## src/rtl/core/rdc_pkg.sv

```systemverilog
// shared types and constants for the radix digit converter
// no dependencies; imported by rdc_div_serial, rdc_digit_stack, the top level and the testbench
package rdc_pkg;

   localparam int DIGIT_W = 4;
   localparam int RADIX_W = 5;

   typedef logic [DIGIT_W-1:0] digit_type;
   typedef logic [RADIX_W-1:0] radix_type;

   localparam radix_type RADIX_RESET = 5'd10;
   localparam radix_type RADIX_MIN   = 5'd2;
   localparam radix_type RADIX_MAX   = 5'd16;

   // divider status toward the sequencer
   typedef struct packed {
      logic      done;     // one-cycle pulse, pass finished
      logic      quot_nz;  // quotient of the finished pass is nonzero
      digit_type rem;      // remainder of the finished pass
   } div_status_type;

   // digit stack status toward the sequencer
   typedef struct packed {
      logic empty;
      logic almost_full;   // one free entry left
   } stack_status_type;

endpackage

```

## src/rtl/core/rdc_div_serial.sv

```systemverilog
// bit-serial restoring divider by a small radix, one quotient bit per cycle while busy
// depends on rdc_pkg
module rdc_div_serial import rdc_pkg::*; #(
   parameter int VALUE_BITS = 32
) (
   input  logic                  clock,
   input  logic                  reset,
   input  logic                  start,
   input  logic                  load_new,
   input  logic [VALUE_BITS-1:0] din,
   input  radix_type             radix,
   output div_status_type        status
);

   localparam int CNT_W = (VALUE_BITS > 1) ? $clog2(VALUE_BITS) : 1;

   logic [VALUE_BITS-1:0] quot_ff, quot_in;
   digit_type             rem_ff, rem_in;
   logic [CNT_W-1:0]      cnt_ff, cnt_in;
   logic                  busy_ff, busy_in;
   logic                  done_ff, done_in;
   logic                  nz_ff, nz_in;

   logic [RADIX_W-1:0]    raw;
   logic [RADIX_W-1:0]    diff;
   logic                  ge;

   assign raw  = {rem_ff, quot_ff[VALUE_BITS-1]};
   assign ge   = (raw >= radix);
   assign diff = raw - radix;

   always_comb begin
      quot_in = quot_ff;
      rem_in  = rem_ff;
      cnt_in  = cnt_ff;
      busy_in = busy_ff;
      nz_in   = nz_ff;
      done_in = 1'b0;
      if (start) begin
         if (load_new) begin
            quot_in = din;
         end
         rem_in  = '0;
         cnt_in  = '0;
         busy_in = 1'b1;
         nz_in   = 1'b0;
      end else if (busy_ff) begin
         rem_in  = ge ? diff[DIGIT_W-1:0] : raw[DIGIT_W-1:0];
         quot_in = {quot_ff[VALUE_BITS-2:0], ge};
         nz_in   = nz_ff | ge;
         cnt_in  = cnt_ff + 1'b1;
         if (cnt_ff == CNT_W'(VALUE_BITS - 1)) begin
            busy_in = 1'b0;
            done_in = 1'b1;
         end
      end
   end

   always_ff @(posedge clock) begin
      if (reset) begin
         busy_ff <= 1'b0;
         done_ff <= 1'b0;
      end else begin
         busy_ff <= busy_in;
         done_ff <= done_in;
      end
   end

   always_ff @(posedge clock) begin
      quot_ff <= quot_in;
      rem_ff  <= rem_in;
      cnt_ff  <= cnt_in;
      nz_ff   <= nz_in;
   end

   assign status.done    = done_ff;
   assign status.quot_nz = nz_ff;
   assign status.rem     = rem_ff;

endmodule

```

## src/rtl/core/rdc_digit_stack.sv

```systemverilog
// last-in-first-out digit store with registered read
// depends on rdc_pkg
module rdc_digit_stack import rdc_pkg::*; #(
   parameter int MAX_DIGITS = 32
) (
   input  logic             clock,
   input  logic             reset,
   input  logic             push,
   input  digit_type        push_digit,
   input  logic             pop,
   output digit_type        pop_digit,
   output stack_status_type status
);

   localparam int IDX_W = (MAX_DIGITS > 1) ? $clog2(MAX_DIGITS) : 1;
   localparam int CNT_W = $clog2(MAX_DIGITS + 1);

   digit_type        mem [MAX_DIGITS];
   digit_type        rd_ff;
   logic [CNT_W-1:0] count_ff, count_in;
   logic [CNT_W-1:0] count_dec;

   assign count_dec = count_ff - 1'b1;

   always_comb begin
      count_in = count_ff;
      if (push) begin
         count_in = count_ff + 1'b1;
      end else if (pop) begin
         count_in = count_dec;
      end
   end

   always_ff @(posedge clock) begin
      if (reset) begin
         count_ff <= '0;
      end else begin
         count_ff <= count_in;
      end
   end

   always_ff @(posedge clock) begin
      if (push) begin
         mem[count_ff[IDX_W-1:0]] <= push_digit;
      end
   end

   always_ff @(posedge clock) begin
      if (pop) begin
         rd_ff <= mem[count_dec[IDX_W-1:0]];
      end
   end

   assign pop_digit          = rd_ff;
   assign status.empty       = (count_ff == '0);
   assign status.almost_full = (count_ff == CNT_W'(MAX_DIGITS - 1));

endmodule

```

## src/rtl/core/radix_digit_converter_top.sv

```systemverilog
// radix digit converter top level: sequencer, radix register, output word
// depends on rdc_pkg, rdc_div_serial and rdc_digit_stack
//
//  channel  | direction | handshake             | payload
//  ---------+-----------+-----------------------+------------------------------
//  req      | in        | req_tvalid/req_tready | value (32 bits)
//  rsp      | out       | rsp_tvalid/rsp_tready | digit (4 bits), tlast = last digit
//  csr      | in        | csr_valid/csr_ready   | radix (5 bits), 2..16 kept
//
// a value of n digits takes n passes of the serial divider, one pass per digit,
//   each pass shifting all VALUE_BITS bits of the quotient through the remainder
// digits leave most significant first; each costs a stack read and an output word
// one value at a time: req_tready is high only while the sequencer sits idle
// rsp stall simply holds the output word; nothing is lost
// synchronous active-high reset; radix returns to 10, no clearing pass on the stack
module radix_digit_converter_top import rdc_pkg::*; #(
   parameter int VALUE_BITS = 32,
   parameter int MAX_DIGITS = 32
) (
   input  logic        clock,
   input  logic        reset,
   // req: [31:0] value
   input  logic        req_tvalid,
   output logic        req_tready,
   input  logic [31:0] req_tdata,
   // rsp: [3:0] digit, [7:4] zero
   output logic        rsp_tvalid,
   input  logic        rsp_tready,
   output logic [7:0]  rsp_tdata,
   output logic        rsp_tlast,
   // csr: [4:0] radix
   input  logic        csr_valid,
   output logic        csr_ready,
   input  logic [4:0]  csr_wdata
);

   localparam int LOAD_W = (VALUE_BITS < 32) ? VALUE_BITS : 32;

   // sequencer states
   localparam logic [1:0] ST_IDLE = 2'd0;
   localparam logic [1:0] ST_DIV  = 2'd1;
   localparam logic [1:0] ST_RD   = 2'd2;
   localparam logic [1:0] ST_OUT  = 2'd3;

   logic [1:0]            state_ff, state_in;
   radix_type             radix_ff, radix_in;

   logic                  div_start;
   logic                  div_load_new;
   logic [VALUE_BITS-1:0] div_din;
   div_status_type        div_stat;

   logic                  stk_push;
   logic                  stk_pop;
   digit_type             stk_digit;
   stack_status_type      stk_stat;

   logic                  req_acc;
   logic                  rsp_acc;

   // radix register, out-of-range writes ignored
   assign csr_ready = 1'b1;

   always_comb begin
      radix_in = radix_ff;
      if (csr_valid && (csr_wdata >= RADIX_MIN) && (csr_wdata <= RADIX_MAX)) begin
         radix_in = csr_wdata;
      end
   end

   always_ff @(posedge clock) begin
      if (reset) begin
         radix_ff <= RADIX_RESET;
      end else begin
         radix_ff <= radix_in;
      end
   end

   // only the low VALUE_BITS bits of the value take part
   assign div_din = VALUE_BITS'(req_tdata[LOAD_W-1:0]);

   assign req_tready = (state_ff == ST_IDLE);
   assign req_acc    = req_tvalid && req_tready;
   assign rsp_tvalid = (state_ff == ST_OUT);
   assign rsp_acc    = rsp_tvalid && rsp_tready;

   // sequencer: divide passes push digits, then pops stream them out
   always_comb begin
      state_in     = state_ff;
      div_start    = 1'b0;
      div_load_new = 1'b0;
      stk_push     = 1'b0;
      stk_pop      = 1'b0;
      unique case (state_ff)
         ST_IDLE: begin
            if (req_acc) begin
               div_start    = 1'b1;
               div_load_new = 1'b1;
               state_in     = ST_DIV;
            end
         end
         ST_DIV: begin
            if (div_stat.done) begin
               stk_push = 1'b1;
               // keep dividing while the quotient is nonzero and room is left
               if (div_stat.quot_nz && !stk_stat.almost_full) begin
                  div_start = 1'b1;
               end else begin
                  state_in = ST_RD;
               end
            end
         end
         ST_RD: begin
            stk_pop  = 1'b1;
            state_in = ST_OUT;
         end
         ST_OUT: begin
            if (rsp_acc) begin
               state_in = stk_stat.empty ? ST_IDLE : ST_RD;
            end
         end
         default: begin
            state_in = ST_IDLE;
         end
      endcase
   end

   always_ff @(posedge clock) begin
      if (reset) begin
         state_ff <= ST_IDLE;
      end else begin
         state_ff <= state_in;
      end
   end

   rdc_div_serial #(
      .VALUE_BITS (VALUE_BITS)
   ) u_div (
      .clock    (clock),
      .reset    (reset),
      .start    (div_start),
      .load_new (div_load_new),
      .din      (div_din),
      .radix    (radix_ff),
      .status   (div_stat)
   );

   rdc_digit_stack #(
      .MAX_DIGITS (MAX_DIGITS)
   ) u_stack (
      .clock      (clock),
      .reset      (reset),
      .push       (stk_push),
      .push_digit (div_stat.rem),
      .pop        (stk_pop),
      .pop_digit  (stk_digit),
      .status     (stk_stat)
   );

   // output word: popped digit, last when the stack has drained
   assign rsp_tdata = {4'b0000, stk_digit};
   assign rsp_tlast = stk_stat.empty;

endmodule

```

## config.mk

```make
export PLATFORM = sky130hd
export DESIGN_NAME = radix_digit_converter_top
export DESIGN_NICKNAME = d
export VERILOG_FILES = /design/src/rtl/core/rdc_pkg.sv /design/src/rtl/core/rdc_div_serial.sv /design/src/rtl/core/rdc_digit_stack.sv /design/src/rtl/core/radix_digit_converter_top.sv
export SDC_FILE = /design/constraint.sdc
export NUM_CORES = 1
export LEC_CHECK = 0
export BUFFER_PORTS_ARGS = -buffer_cell sky130_fd_sc_hd__buf_4
export CAP_MARGIN = 5
export CORE_ASPECT_RATIO = 0.9
export CORE_UTILIZATION = 50
export DETAILED_ROUTE_END_ITERATION = 10
export GPL_ROUTABILITY_DRIVEN = 0
export PLACE_DENSITY = 0.78
export SKIP_LAST_GASP = 1
export SLEW_MARGIN = 40
export SYNTH_ARGS = -nofsm -noshare
export SYNTH_HDL_FRONTEND = slang
export SYNTH_SLANG_ARGS = --single-unit
export TNS_END_PERCENT = 100
```

## constraint.sdc

```tcl
create_clock -name clock -period 3.7 [get_ports clock]
set_input_delay 0.37 -clock clock [delete_from_list [all_inputs] [get_ports clock]]
set_output_delay 0.37 -clock clock [all_outputs]
set_load 0.01 [all_outputs]
```

==> Implementation_results.wiki <==
{| class="wikitable"
! Metric !! Value
|-
| Run status || completed
|-
| Min setup slack post-route || 982 ps
|-
| Post-DP HPWL || 9.70 mm
|-
| IO buf count || 48
|-
| Largest area contributor in the synthesized netlist || sky130_fd_sc_hd__edfxtp_1
|-
| Part of the cycle the worst path needs || 0.735
|-
| Vias || 4357
|-
| Share of synthesized flip-flops with an asynchronous set or reset || 0
|-
| Distinct cell type count after synthesis || 51
|-
| Leakage power || 3.24 nW
|-
| IR drop worst, VDD || 0.353 mV
|-
| Routed WL per cell || 19.4 um
|-
| Cell class contributing the biggest share of worst-path delay || simple AND/OR/NAND/NOR gates
|-
| Die outline area || 16600 sq um
|-
| CP peak stage delay || 700 ps
|-
| Leading cell types by total area after synthesis || sky130_fd_sc_hd__edfxtp_1 61%, sky130_fd_sc_hd__mux4_2 8.9%, sky130_fd_sc_hd__dfxtp_1 6.2%
|-
| Arrival time of the worst setup path || 2800 ps
|-
| Type of the worst setup path || register to register
|-
| Reg clk slew, reported paths || 70 ps
|-
| Number of nets still failing antenna checks after routing || 0
|-
| Later-pin clock latency in the skew report || 430 ps
|-
| Routed Wire Length || 14.9 mm
|-
| Proportion of synthesized chip area in sequential cells || 0.673
|-
| Starting Density || 0.517
|-
| Setup TNS || 0 ps
|-
| Class of the most critical hold timing path || primary input to register
|-
| Number of storage elements in the synthesis netlist || 189
|-
| Pre-CTS worst setup slack || 984 ps
|-
| Inserted Clock Buffers || 17
|-
| Library cell used as clock root buffer || sky130_fd_sc_hd__clkbuf_16
|-
| Number of gates resized after cts || 0
|-
| Final hold vios || 0
|-
| Total congestion overflow after global routing || 0
|-
| Worst path required time || 3780 ps
|-
| Tmin final || 2720 ps
|-
| Antenna cells || 0
|-
| RSZ-0062 raised after global routing || no
|-
| Antenna violations before repair || 0
|-
| Cell count after synthesis || 498
|-
| Area fraction of the dominant cell type after synthesis || 0.611
|-
| Vias in the first global route || 4497
|-
| Core Footprint || 15600 sq um
|-
| Main synth FF type || sky130_fd_sc_hd__edfxtp_1
|-
| Die height || 122 um
|-
| Crit Path Max Fanout || 32
|-
| I/O pins || 54
|-
| Area taken by flip-flops and latches || 5430 sq um
|-
| Total global routing track utilization || 0.198
|-
| TritonCTS clock tree || yes
|-
| Post-detailed-route DRC marker count || 0
|-
| Most frequent cell after synthesis || sky130_fd_sc_hd__edfxtp_1
|-
| Worst Hold Slack || 155 ps
|-
| Worst path buffer plus inverter count || 1
|-
| Area occupied by multi-input gates || 2460 sq um
|-
| Post-synth top cells || 164 x sky130_fd_sc_hd__edfxtp_1, 54 x sky130_fd_sc_hd__nor2_1, 32 x sky130_fd_sc_hd__mux4_2
|-
| Net count of the finished layout || 605
|-
| Ordered list of cells on the worst path || nand3_1, o21ai_2, o21ai_4, or2_2, nand2_1, buf_4
|-
| Post-synthesis instance area || 8070 sq um
|-
| Layout overhead on the synthesized area || 14.5%
|-
| Max-cap violations || 0
|-
| Count of routing violations after the opening detailed-route iteration || 327
|-
| Areal power density over the cells || 510 nW/um^2
|-
| Hold-fix buffer count after cts || 0
|-
| Avg Cell Area, Syn || 16.2 sq um
|-
| Maximum number of pins on one net before global-route repair || 39
|-
| Kind of end point of the critical path || register
|-
| Critical path launch point type || register
|-
| Actual slew at the worst max-slew pin || 738 ps
|-
| Slew Viols, Final || 0
|-
| Vias per inst || 5.70
|-
| Fraction of final layout cells with drive strength greater than 1 || 0.288
|-
| Detailed-routing iteration count for the pre-antenna-repair pass || 5
|-
| Width of the die || 136 um
|-
| Core Rows || 43
|-
| Count of flip-flops with a built-in enable after synthesis || 164
|-
| Worst rel slew slack || 0.507
|-
| Global-route wire length before repair || 24.1 mm
|-
| Setup-violating endpoint count in the final report || 0
|-
| Worst setup skew after layout || 13.1 ps
|-
| Depth of the CTS H-tree || 4
|-
| Number of clock sinks || 189
|-
| Number of warning messages in the yosys log || 0
|-
| Slowest stage cell on the critical path || sky130_fd_sc_hd__dfxtp_1
|-
| Fill count || 1165
|-
| Peak clock frequency supported by timing || 368 MHz
|-
| Worst-case clock buffer depth || 2
|-
| Post-CTS Repair Setup Buffers || 0
|}
-- where the power goes --
group | leakage [nW] | switching, mW | internal (mW)
Combinational | 1.22 | 0.187 | 0.127
Sequential | 1.71 | 0.0288 | 2.45
Clock | 0.309 | 0.768 | 1.15
Total | 3.24 | 0.984 | 3.73
-- flip-flops by register name, summed over array words and instances, names as in the netlist --
register and cells:
u_stack.mem 128, u_div.quot_ff 32, u_stack.count_ff 6, radix_ff 5, u_div.cnt_ff 5, u_div.rem_ff 4
u_stack.pop_digit 4, state_ff 2, u_div.busy_ff 1, u_div.done_ff 1, u_div.nz_ff 1
-- layer usage --
metal,global-route usage,part of all wire,vias to the layer above,wire length (um)
li1,-,-,2018,-
met1,0.263,0.44,2158,6520
met2,0.302,0.46,160,6880
met3,0.0562,0.081,21,1200
met4,0.0965,0.018,0,272
met5,0,0,-,0
-- layout by cell type, fill, tap and decap left out, types with 11 or more instances in the layout --
cell type / instances
sky130_fd_sc_hd__nor2_1: 54
sky130_fd_sc_hd__clkbuf_16: 17
sky130_fd_sc_hd__mux2_2: 31
sky130_fd_sc_hd__mux4_2: 32
sky130_fd_sc_hd__edfxtp_1: 164
sky130_fd_sc_hd__nand2_1: 23
sky130_fd_sc_hd__ha_1: 12
sky130_fd_sc_hd__mux2i_1: 24
sky130_fd_sc_hd__dfxtp_1: 24
sky130_fd_sc_hd__buf_4: 56
sky130_fd_sc_hd__inv_1: 11
-- layout make-up --
class,instances,share of cell area
clock buffer,19,0.0480
clock inverter,13,0.0202
inverter,11,0.00447
multi-input combinational,275,0.267
sequential,189,0.588
tap,202,0.0274
timing repair buffer,56,0.0455
-- through the flow --
stage                     utilization  instances  total power, mW  instance area [sq um]
after global routing            0.592        765             4.86                   9230
after CTS                       0.592        765             4.75                   9230
final                           0.592        765             4.71                   9230
after floorplan                     -        501             2.71                   8080
after detailed placement        0.551        733             2.84                   8600
after global placement          0.551        733             2.82                   8600
-- kinds of logic after synthesis --
family                   share of synthesized area
AO/OA/AOI/OAI                               0.0392
XOR/XNOR                                    0.0132
adder cells (fa/ha/maj)                     0.0211
buffers and inverters                       0.0244
flip-flops                                   0.673
multiplexers                                 0.162
other                                     0.000931
AND/OR/NAND/NOR                             0.0662
-- path summary, 6_finish.rpt --
path	end	slack, ps	depth (start not counted)	startpoint
setup / recovery	u_div.quot_ff[10]	980	6	u_stack.count_ff[2]
hold / removal	state_ff[1]	160	2	rsp_tready
setup reg to reg	u_div.quot_ff[10]	980	6	u_stack.count_ff[2]
hold reg to reg	u_div.cnt_ff[4]	510	2	u_div.cnt_ff[4]
(Power assumes the default switching activity.)
